## config.mk

```make
export PLATFORM = sky130hd
export DESIGN_NAME = markov_chain_state_sampler
export DESIGN_NICKNAME = d
export VERILOG_FILES = /design/src/rtl/core/mcss_pkg.sv /design/src/rtl/core/mcss_regs.sv /design/src/rtl/core/mcss_rate_mem.sv /design/src/rtl/core/mcss_seq.sv /design/src/rtl/core/markov_chain_state_sampler.sv
export SDC_FILE = /design/constraint.sdc
export NUM_CORES = 2
export LEC_CHECK = 0
export ABC_AREA = 0
export BUFFER_PORTS_ARGS = -buffer_cell sky130_fd_sc_hd__buf_2
export CORE_MARGIN = 4
export CORE_UTILIZATION = 40
export CTS_CLUSTER_SIZE = 8
export DETAILED_ROUTE_END_ITERATION = 10
export PLACE_DENSITY = 0.52
export SETUP_SLACK_MARGIN = 0.05
export SLEW_MARGIN = 20
export SYNTH_ARGS = -nofsm -noshare
export SYNTH_HDL_FRONTEND = slang
export SYNTH_HIERARCHICAL = 1
export SYNTH_SLANG_ARGS = --single-unit
```

## constraint.sdc

```tcl
create_clock -name clk -period 14.1 [get_ports clk]
set_clock_uncertainty 0.15 [all_clocks]
set_input_delay 0.705 -clock clk [delete_from_list [all_inputs] [get_ports clk]]
set_output_delay 0.705 -clock clk [all_outputs]
set_load 0.02 [all_outputs]
```

## src/rtl/core/mcss_pkg.sv

```systemverilog
// ----------------------------------------------------------------------------
// mcss_pkg
// shared types and constants of the markov chain state sampler
// ----------------------------------------------------------------------------
package mcss_pkg;

	localparam int MAX_STATES_DEF = 8;
	localparam int PROB_BITS_DEF  = 32;

	localparam int SUM_W   = 35;
	localparam int CNT_W   = 32;
	localparam int NS_W    = 4;
	localparam int STATE_W = 3;
	localparam int VAL_W   = 32;

	localparam logic [NS_W-1:0]  NS_RESET  = 4'd2;
	localparam logic [CNT_W-1:0] SPW_RESET = 32'd1;

	typedef enum logic [1:0] {
		REQ_LOAD  = 2'd0,
		REQ_START = 2'd1,
		REQ_STEP  = 2'd2
	} req_e;

	localparam logic REG_NUM_STATES = 1'b0;
	localparam logic REG_STEPS      = 1'b1;

	typedef struct packed {
		logic [NS_W-1:0]  num_states;
		logic [CNT_W-1:0] steps_per_window;
	} cfg_t;

endpackage

```

## src/rtl/core/mcss_regs.sv

```systemverilog
// ----------------------------------------------------------------------------
// mcss_regs
// apb configuration registers: state count and window length
// ----------------------------------------------------------------------------
module mcss_regs (
	input  logic              clk,
	input  logic              arst_n,
	input  logic              psel,
	input  logic              penable,
	input  logic              pwrite,
	input  logic [2:0]        paddr,
	input  logic [31:0]       pwdata,
	output logic [31:0]       prdata,
	output logic              pready,
	output mcss_pkg::cfg_t    cfg
);

	logic [mcss_pkg::NS_W-1:0]  num_states_q;
	logic [mcss_pkg::CNT_W-1:0] steps_q;
	logic                       wr;

	assign pready = 1'b1;
	assign wr     = psel && penable && pwrite && pready;

	always_ff @(posedge clk or negedge arst_n) begin
		if (!arst_n) begin
			num_states_q <= mcss_pkg::NS_RESET;
			steps_q      <= mcss_pkg::SPW_RESET;
		end else if (wr) begin
			case (paddr[2])
				mcss_pkg::REG_NUM_STATES: num_states_q <= pwdata[mcss_pkg::NS_W-1:0];
				mcss_pkg::REG_STEPS:      steps_q      <= pwdata;
				default: ;
			endcase
		end
	end

	always_comb begin
		case (paddr[2])
			mcss_pkg::REG_NUM_STATES: prdata = {28'd0, num_states_q};
			mcss_pkg::REG_STEPS:      prdata = steps_q;
			default:                  prdata = 32'd0;
		endcase
	end

	assign cfg.num_states       = num_states_q;
	assign cfg.steps_per_window = steps_q;

endmodule

```

## src/rtl/core/mcss_rate_mem.sv

```systemverilog
// ----------------------------------------------------------------------------
// mcss_rate_mem
// transition probability table, one write and one registered read port
// ----------------------------------------------------------------------------
module mcss_rate_mem #(
	parameter int AW = 6,
	parameter int DW = 32
) (
	input  logic          clk,
	input  logic          wr_en,
	input  logic [AW-1:0] wr_addr,
	input  logic [DW-1:0] wr_data,
	input  logic          rd_en,
	input  logic [AW-1:0] rd_addr,
	output logic [DW-1:0] rd_data
);

	logic [DW-1:0] mem [2**AW];

	always_ff @(posedge clk) begin
		if (wr_en) begin
			mem[wr_addr] <= wr_data;
		end
	end

	always_ff @(posedge clk) begin
		if (rd_en) begin
			rd_data <= mem[rd_addr];
		end
	end

endmodule

```

## src/rtl/core/mcss_seq.sv

```systemverilog
// ----------------------------------------------------------------------------
// mcss_seq
// request decode and row walk: reads one table entry per cycle, accumulates,
// picks the next state and updates sum and step count
// ----------------------------------------------------------------------------
module mcss_seq #(
	parameter int MAX_STATES = mcss_pkg::MAX_STATES_DEF,
	parameter int PROB_BITS  = mcss_pkg::PROB_BITS_DEF,
	parameter int SW         = $clog2(MAX_STATES),
	parameter int AW         = 2 * SW
) (
	input  logic                           clk,
	input  logic                           arst_n,
	input  mcss_pkg::cfg_t                 cfg,
	input  logic                           start,
	output logic                           busy,
	input  logic [1:0]                     req_type,
	input  logic [mcss_pkg::STATE_W-1:0]   from_state,
	input  logic [mcss_pkg::STATE_W-1:0]   to_state,
	input  logic [mcss_pkg::VAL_W-1:0]     prob_value,
	input  logic [mcss_pkg::STATE_W-1:0]   start_state,
	input  logic [mcss_pkg::VAL_W-1:0]     rand_value,
	output logic                           mem_wr_en,
	output logic [AW-1:0]                  mem_wr_addr,
	output logic [PROB_BITS-1:0]           mem_wr_data,
	output logic                           mem_rd_en,
	output logic [AW-1:0]                  mem_rd_addr,
	input  logic [PROB_BITS-1:0]           mem_rd_data,
	output logic                           result_valid,
	output logic [mcss_pkg::STATE_W-1:0]   next_state,
	output logic [mcss_pkg::SUM_W-1:0]     state_sum,
	output logic                           window_done,
	output logic                           row_short
);

	localparam int CUMW = PROB_BITS + SW;
	localparam int NW   = $clog2(MAX_STATES + 1);
	localparam int CW   = (NW > mcss_pkg::NS_W) ? NW : mcss_pkg::NS_W;
	localparam int SUMW = mcss_pkg::SUM_W;

	typedef enum logic [1:0] {
		ST_IDLE = 2'b01,
		ST_RUN  = 2'b10
	} st_t;

	function automatic logic [SW-1:0] fold(input logic [mcss_pkg::STATE_W-1:0] v);
		logic [7:0] t;
		t = {5'd0, v};
		for (int i = 0; i < 3; i++) begin
			if (t >= 8'(MAX_STATES)) t = t - 8'(MAX_STATES);
		end
		return t[SW-1:0];
	endfunction

	st_t                   state_q;
	logic [SW-1:0]         cur_q;
	logic [SUMW-1:0]       sum_q;
	logic [mcss_pkg::CNT_W-1:0] cnt_q;
	logic                  issuing_q;
	logic                  valid_s1;
	logic [SW-1:0]         col_s1;
	logic [SW-1:0]         iss_col_q;
	logic [SW-1:0]         last_q;
	logic [PROB_BITS-1:0]  r_q;
	logic [CUMW-1:0]       cum_q;

	logic                  accept;
	logic [CW-1:0]         ns_ext;
	logic [CW-1:0]         n_use;
	logic [SW-1:0]         last_d;
	logic [47:0]           prob_ext;
	logic [47:0]           rand_ext;
	logic [CUMW-1:0]       cum_nx;
	logic                  hit;
	logic                  fin;
	logic [SW-1:0]         pick;
	logic [SUMW:0]         sum_nx;
	logic [SUMW-1:0]       sum_sat;
	logic [mcss_pkg::CNT_W-1:0] cnt_nx;
	logic [7:0]            pick_ext;

	assign busy   = (state_q != ST_IDLE);
	assign accept = start && !busy;

	assign ns_ext = CW'(cfg.num_states);
	always_comb begin
		if (ns_ext == '0) n_use = CW'(1);
		else if (ns_ext > CW'(MAX_STATES)) n_use = CW'(MAX_STATES);
		else n_use = ns_ext;
	end
	assign last_d = SW'(n_use - CW'(1));

	assign prob_ext = {16'd0, prob_value};
	assign rand_ext = {16'd0, rand_value};

	assign mem_wr_en   = accept && (req_type == mcss_pkg::REQ_LOAD);
	assign mem_wr_addr = {fold(from_state), fold(to_state)};
	assign mem_wr_data = prob_ext[PROB_BITS-1:0];
	assign mem_rd_en   = (state_q == ST_RUN) && issuing_q;
	assign mem_rd_addr = {cur_q, iss_col_q};

	assign cum_nx  = cum_q + CUMW'(mem_rd_data);
	assign hit     = CUMW'(r_q) <= cum_nx;
	assign fin     = valid_s1 && (hit || (col_s1 == last_q));
	assign pick    = hit ? col_s1 : last_q;
	assign sum_nx  = {1'b0, sum_q} + (SUMW+1)'(pick);
	assign sum_sat = sum_nx[SUMW] ? {SUMW{1'b1}} : sum_nx[SUMW-1:0];
	assign cnt_nx  = cnt_q + 32'd1;
	assign pick_ext = 8'(pick);

	// control and chain state
	always_ff @(posedge clk or negedge arst_n) begin
		if (!arst_n) begin
			state_q      <= ST_IDLE;
			cur_q        <= '0;
			sum_q        <= '0;
			cnt_q        <= '0;
			issuing_q    <= 1'b0;
			valid_s1     <= 1'b0;
			result_valid <= 1'b0;
		end else begin
			result_valid <= 1'b0;
			case (state_q)
				ST_IDLE: begin
					if (accept) begin
						case (req_type)
							mcss_pkg::REQ_START: begin
								cur_q <= fold(start_state);
								sum_q <= '0;
								cnt_q <= '0;
							end
							mcss_pkg::REQ_STEP: begin
								state_q   <= ST_RUN;
								issuing_q <= 1'b1;
							end
							default: ;
						endcase
					end
				end
				ST_RUN: begin
					valid_s1 <= issuing_q && !fin;
					if (issuing_q && (iss_col_q == last_q)) issuing_q <= 1'b0;
					if (fin) begin
						state_q      <= ST_IDLE;
						issuing_q    <= 1'b0;
						cur_q        <= pick;
						sum_q        <= sum_sat;
						cnt_q        <= cnt_nx;
						result_valid <= 1'b1;
					end
				end
				default: state_q <= ST_IDLE;
			endcase
		end
	end

	// walk payload and result beat
	always_ff @(posedge clk) begin
		if (accept && (req_type == mcss_pkg::REQ_STEP)) begin
			iss_col_q <= '0;
			cum_q     <= '0;
			r_q       <= rand_ext[PROB_BITS-1:0];
			last_q    <= last_d;
		end else if (state_q == ST_RUN) begin
			if (issuing_q) iss_col_q <= iss_col_q + SW'(1);
			col_s1 <= iss_col_q;
			if (valid_s1) cum_q <= cum_nx;
		end
		if (fin && (state_q == ST_RUN)) begin
			next_state  <= pick_ext[mcss_pkg::STATE_W-1:0];
			state_sum   <= sum_sat;
			window_done <= (cnt_nx == cfg.steps_per_window);
			row_short   <= !hit;
		end
	end

	a_beat_after_walk: assert property (@(posedge clk) disable iff (!arst_n)
		result_valid |-> $past(state_q == ST_RUN))
		else $error("result beat without a finished walk");

	a_valid_in_run: assert property (@(posedge clk) disable iff (!arst_n)
		valid_s1 |-> (state_q == ST_RUN))
		else $error("read data pending outside a walk");

	a_issue_in_row: assert property (@(posedge clk) disable iff (!arst_n)
		mem_rd_en |-> (iss_col_q <= last_q))
		else $error("read issued past the last state in use");

	a_cur_in_table: assert property (@(posedge clk) disable iff (!arst_n)
		({1'b0, cur_q} < (SW+1)'(MAX_STATES)))
		else $error("current state outside the table");

	a_no_write_in_walk: assert property (@(posedge clk) disable iff (!arst_n)
		(state_q == ST_RUN) |-> !mem_wr_en)
		else $error("table write during a walk");

endmodule

```

## src/rtl/core/markov_chain_state_sampler.sv

```systemverilog
// ----------------------------------------------------------------------------
// markov_chain_state_sampler
// discrete-time markov chain with inverse-cdf sampling over a stored table
// ----------------------------------------------------------------------------
// A load or start item leaves busy low and the next item may follow at once.
// A step item walks the current row of the table memory, one entry read and
// accumulated per cycle through its registered read port, and holds busy
// until the next state is picked; its result beat shows on the cycle busy
// falls. The result beat is a single-cycle strobe on result_valid and is not
// held: the receiver must take it in that cycle. The table has no reset and
// entries must be loaded before a step reads them.
module markov_chain_state_sampler #(
	parameter int MAX_STATES = mcss_pkg::MAX_STATES_DEF,
	parameter int PROB_BITS  = mcss_pkg::PROB_BITS_DEF
) (
	input  logic                           clk,
	input  logic                           arst_n,
	input  logic                           psel,
	input  logic                           penable,
	input  logic                           pwrite,
	input  logic [2:0]                     paddr,
	input  logic [31:0]                    pwdata,
	output logic [31:0]                    prdata,
	output logic                           pready,
	input  logic                           start,
	output logic                           busy,
	input  logic [1:0]                     req_type,
	input  logic [mcss_pkg::STATE_W-1:0]   from_state,
	input  logic [mcss_pkg::STATE_W-1:0]   to_state,
	input  logic [mcss_pkg::VAL_W-1:0]     prob_value,
	input  logic [mcss_pkg::STATE_W-1:0]   start_state,
	input  logic [mcss_pkg::VAL_W-1:0]     rand_value,
	output logic                           result_valid,
	output logic [mcss_pkg::STATE_W-1:0]   next_state,
	output logic [mcss_pkg::SUM_W-1:0]     state_sum,
	output logic                           window_done,
	output logic                           row_short
);

	localparam int SW = $clog2(MAX_STATES);
	localparam int AW = 2 * SW;

	mcss_pkg::cfg_t         cfg;
	logic                   mem_wr_en;
	logic [AW-1:0]          mem_wr_addr;
	logic [PROB_BITS-1:0]   mem_wr_data;
	logic                   mem_rd_en;
	logic [AW-1:0]          mem_rd_addr;
	logic [PROB_BITS-1:0]   mem_rd_data;

	mcss_regs u_regs (
		.clk     (clk),
		.arst_n  (arst_n),
		.psel    (psel),
		.penable (penable),
		.pwrite  (pwrite),
		.paddr   (paddr),
		.pwdata  (pwdata),
		.prdata  (prdata),
		.pready  (pready),
		.cfg     (cfg)
	);

	mcss_rate_mem #(
		.AW (AW),
		.DW (PROB_BITS)
	) u_mem (
		.clk     (clk),
		.wr_en   (mem_wr_en),
		.wr_addr (mem_wr_addr),
		.wr_data (mem_wr_data),
		.rd_en   (mem_rd_en),
		.rd_addr (mem_rd_addr),
		.rd_data (mem_rd_data)
	);

	mcss_seq #(
		.MAX_STATES (MAX_STATES),
		.PROB_BITS  (PROB_BITS),
		.SW         (SW),
		.AW         (AW)
	) u_seq (
		.clk          (clk),
		.arst_n       (arst_n),
		.cfg          (cfg),
		.start        (start),
		.busy         (busy),
		.req_type     (req_type),
		.from_state   (from_state),
		.to_state     (to_state),
		.prob_value   (prob_value),
		.start_state  (start_state),
		.rand_value   (rand_value),
		.mem_wr_en    (mem_wr_en),
		.mem_wr_addr  (mem_wr_addr),
		.mem_wr_data  (mem_wr_data),
		.mem_rd_en    (mem_rd_en),
		.mem_rd_addr  (mem_rd_addr),
		.mem_rd_data  (mem_rd_data),
		.result_valid (result_valid),
		.next_state   (next_state),
		.state_sum    (state_sum),
		.window_done  (window_done),
		.row_short    (row_short)
	);

endmodule
```

==> results.md <==
- Status: completed
- IO buf count: 187
- Post-CTS sizing: 0
- Worst-Margin Slew: 1.16 ns
- Final net count: 5389
- Most frequent cells in the layout: edfxtp_1, mux4_2, clkbuf_16
- HP Class: in -> reg
- LEAKAGE: 34.3 nW
- Post-synth EDFFs: 2158
- Height of the chip: 489 microns
- Post-Place Cell Area: 97700 sq um
- Rows: 176
- First-pass GRT wire length: 353000 microns
- Via density: 5.71
- WL per Instance: 29.9 microns
- Place WS: 5.21 ns
- Design area: 107000 sq um
- Hold Vio Cnt, Final: 0
- Routed WL: 248000 microns
- Num Clock Sinks: 2307
- CP max FO: 7
- Worst-path clk slew: 0.05 ns
- FF+latch count, synth: 2307
- Netlist cell types: 84
- Final worst-path cycle share: 62.8%
- Syn nets: 4937
- Setup WS post-layout: 5.25 ns
- Max clock buf depth: 4
- H-tree depth: 5
- Detail Route Antenna Nets: 0
- Main synth FF type: edfxtp_1
- Total grt overflow: 0
- WP data arrival: 9.36 ns
- Largest net degree at the start of global routing: 113
- Number of global-route vias before repair: 48600
- Core Area: 230000 sq um
- Area of the multi-input gates: 23300 sq um
- CTS buffer count: 339
- Slowest library cell on the worst path: or4_1
- Filler cells: 19300
- Peak VDD IR: 0.117 mV
- P&R area growth vs syn: 15.7%
- Unrepaired setup endpoints after global routing: no
- Fmax: 0.113 GHz
- Slowest cell delay on critical path: 0.62 ns
- Pwr dens: 181 nW/um^2
- Slew margin rel.: 22.7%
- Register area share after synthesis: 73.7%
- Min cycle time layout: 8.85 ns
- Initial DRC Count: 4596
- CTS tree: built
- Routability congestion estimate from global placement: 0.797
- Post-synth ARST share: 4.81%
- Max-Cap Viols: 0
- Die X: 489 microns
- Commonest non-fill, non-tap cell in the layout: edfxtp_1
- Routed vias: 47400
- Worst Path Required: 14.61 ns
- Io pins: 191
- Setup TNS: 0 ns
- Synthesized instance count: 4747
- Final max-slew violation count: 0
- Ys Warns: 6
- Share of cells above drive strength 1: 26.4%
- Drt first pass iters: 8
- Post-DP HPWL: 134000 microns
- Antenna violations before repair: 19
- Worst-Skew Late Latency: 0.93 ns
- CP Capture Type: flip-flop
- Root Buffer: clkbuf_16
- Setup violators final: 0
- Drt drc: 0
- Die area: 240000 sq um
- Hold slack: 0.0763 ns
- Total GRT Usage: 20.6%
- Seq. cell area: 68400 sq um
- Syn avg cell area: 19.5 sq um
- Initial core utilization: 40.3%
- Critical path type: reg -> reg
- Startpoint Class: flip-flop
- Post-Syn Area: 92700 sq um
-- flip-flops by register name (all words and copies together), names as in the netlist --
signal / count
u_seq/sum_q: 35
u_seq/col_s1: 3
u_regs/num_states_q: 4
u_seq/issuing_q: 1
u_regs/steps_q: 32
u_mem/mem: 2048
u_seq/window_done: 1
u_mem/rd_data: 32
u_seq/next_state: 3
u_seq/iss_col_q: 3
u_seq/row_short: 1
u_seq/cnt_q: 32
u_seq/r_q: 32
u_seq/result_valid: 1
u_seq/state_q: 2
u_seq/valid_s1: 1
u_seq/cum_q: 35
u_seq/last_q: 3
u_seq/cur_q: 3
u_seq/state_sum: 35
-- cell type report --
type                            count  area share, %
Sequential cell                  2307           63.7
Clock inverter                     13          0.118
Clock buffer                      389           8.16
Tap cell                         3026           3.53
Antenna cell                       10         0.0233
Timing Repair Buffer              403           2.64
Multi-Input combinational cell   2111           21.7
Inverter                           37          0.129
-- repair_timing --
| item | CTS | global route |
|---|---|---|
| setup buffers | 0 | 0 |
| endpoints found under the hold margin | 151 | 0 |
| hold buffers | 69 | 0 |
-- worst paths after layout --
path / startpoint / to / slack, ns / cells after the start
max: u_mem/rd_data[11] / u_seq/state_sum[34] / 5.25 / 30
min: prob_value[30] / u_mem/mem[24][30] / 0.08 / 1
max reg2reg: u_mem/rd_data[11] / u_seq/state_sum[34] / 5.25 / 30
min reg2reg: u_seq/cum_q[20] / u_seq/cum_q[20] / 0.31 / 2
max in group asynchronous: arst_n / u_seq/cur_q[0] / 12.20 / 3
min in group asynchronous: arst_n / u_seq/sum_q[19] / 0.31 / 2
-- cell families after synthesis --
logic type / after synthesis / synth area share, %
AO/OA/AOI/OAI: 533 / 3.87
flip-flops: 2307 / 73.7
AND/OR/NAND/NOR: 705 / 3.63
XOR/XNOR: 113 / 1.07
adder cells (fa/ha/maj): 74 / 1.01
buffers and inverters: 329 / 1.79
other: 1 / 0.00404
multiplexers: 685 / 14.9
-- per-layer routing --
layer  routed length [microns]  global-route usage, %  up-vias
met2                    119000                   33.2     1513
met5                        38                      0        -
met1                    105000                   28.5    25300
li1                          -                      -    20200
met4                      6470                   5.83        6
met3                     17500                   4.33      389
-- worst max-delay path, delay by kind of cell, from the launching register on --
| family | cells | cell delay [ns] |
|---|---|---|
| AND/OR/NAND/NOR | 11 | 3.82 |
| AO/OA/AOI/OAI | 10 | 2.14 |
| adder cells (fa/ha/maj) | 4 | 1.34 |
| XOR/XNOR | 2 | 0.38 |
| flip-flops | 1 | 0.37 |
| multiplexers | 1 | 0.26 |
| buffers and inverters | 2 | 0.13 |
-- through the flow --
| step | utilization, % | total power, mW | std cells |
|---|---|---|---|
| CTS | 46.6 | 19.7 | 8286 |
| global placement | 42.4 | 12.6 | 7815 |
| detailed placement | 42.4 | 12.6 | 7815 |
| finish | 46.6 | 19.5 | 8296 |
| floorplan | - | 10.9 | 4747 |
| global route | 46.6 | 20.3 | 8290 |
-- cell usage after synthesis (34+ instances only) --
master / number / area share (%)
buf_2: 76 / 0.41
dfxtp_1: 38 / 0.82
and2_1: 46 / 0.31
o21ai_1: 34 / 0.18
edfxtp_1: 2158 / 70
ha_1: 72 / 0.97
clkbuf_1: 111 / 0.45
buf_4: 65 / 0.53
xor2_1: 59 / 0.56
mux4_2: 544 / 13
nor2_1: 257 / 1.0
xnor2_1: 54 / 0.51
nand2_1: 159 / 0.64
dfrtp_1: 108 / 2.9
o211ai_1: 71 / 0.57
mux2i_1: 97 / 1.0
o22ai_1: 86 / 0.58
nand3_1: 60 / 0.32
a21oi_1: 133 / 0.72
inv_1: 36 / 0.15
-- power breakdown --
| part | switching, mW | leakage [nW] | internal (mW) |
|---|---|---|---|
| clock network | 2.71 | 4.34 | 4.29 |
| registers | 0.172 | 21.2 | 7.69 |
| logic | 2.80 | 8.75 | 1.79 |
(Power assumes the default switching activity.)
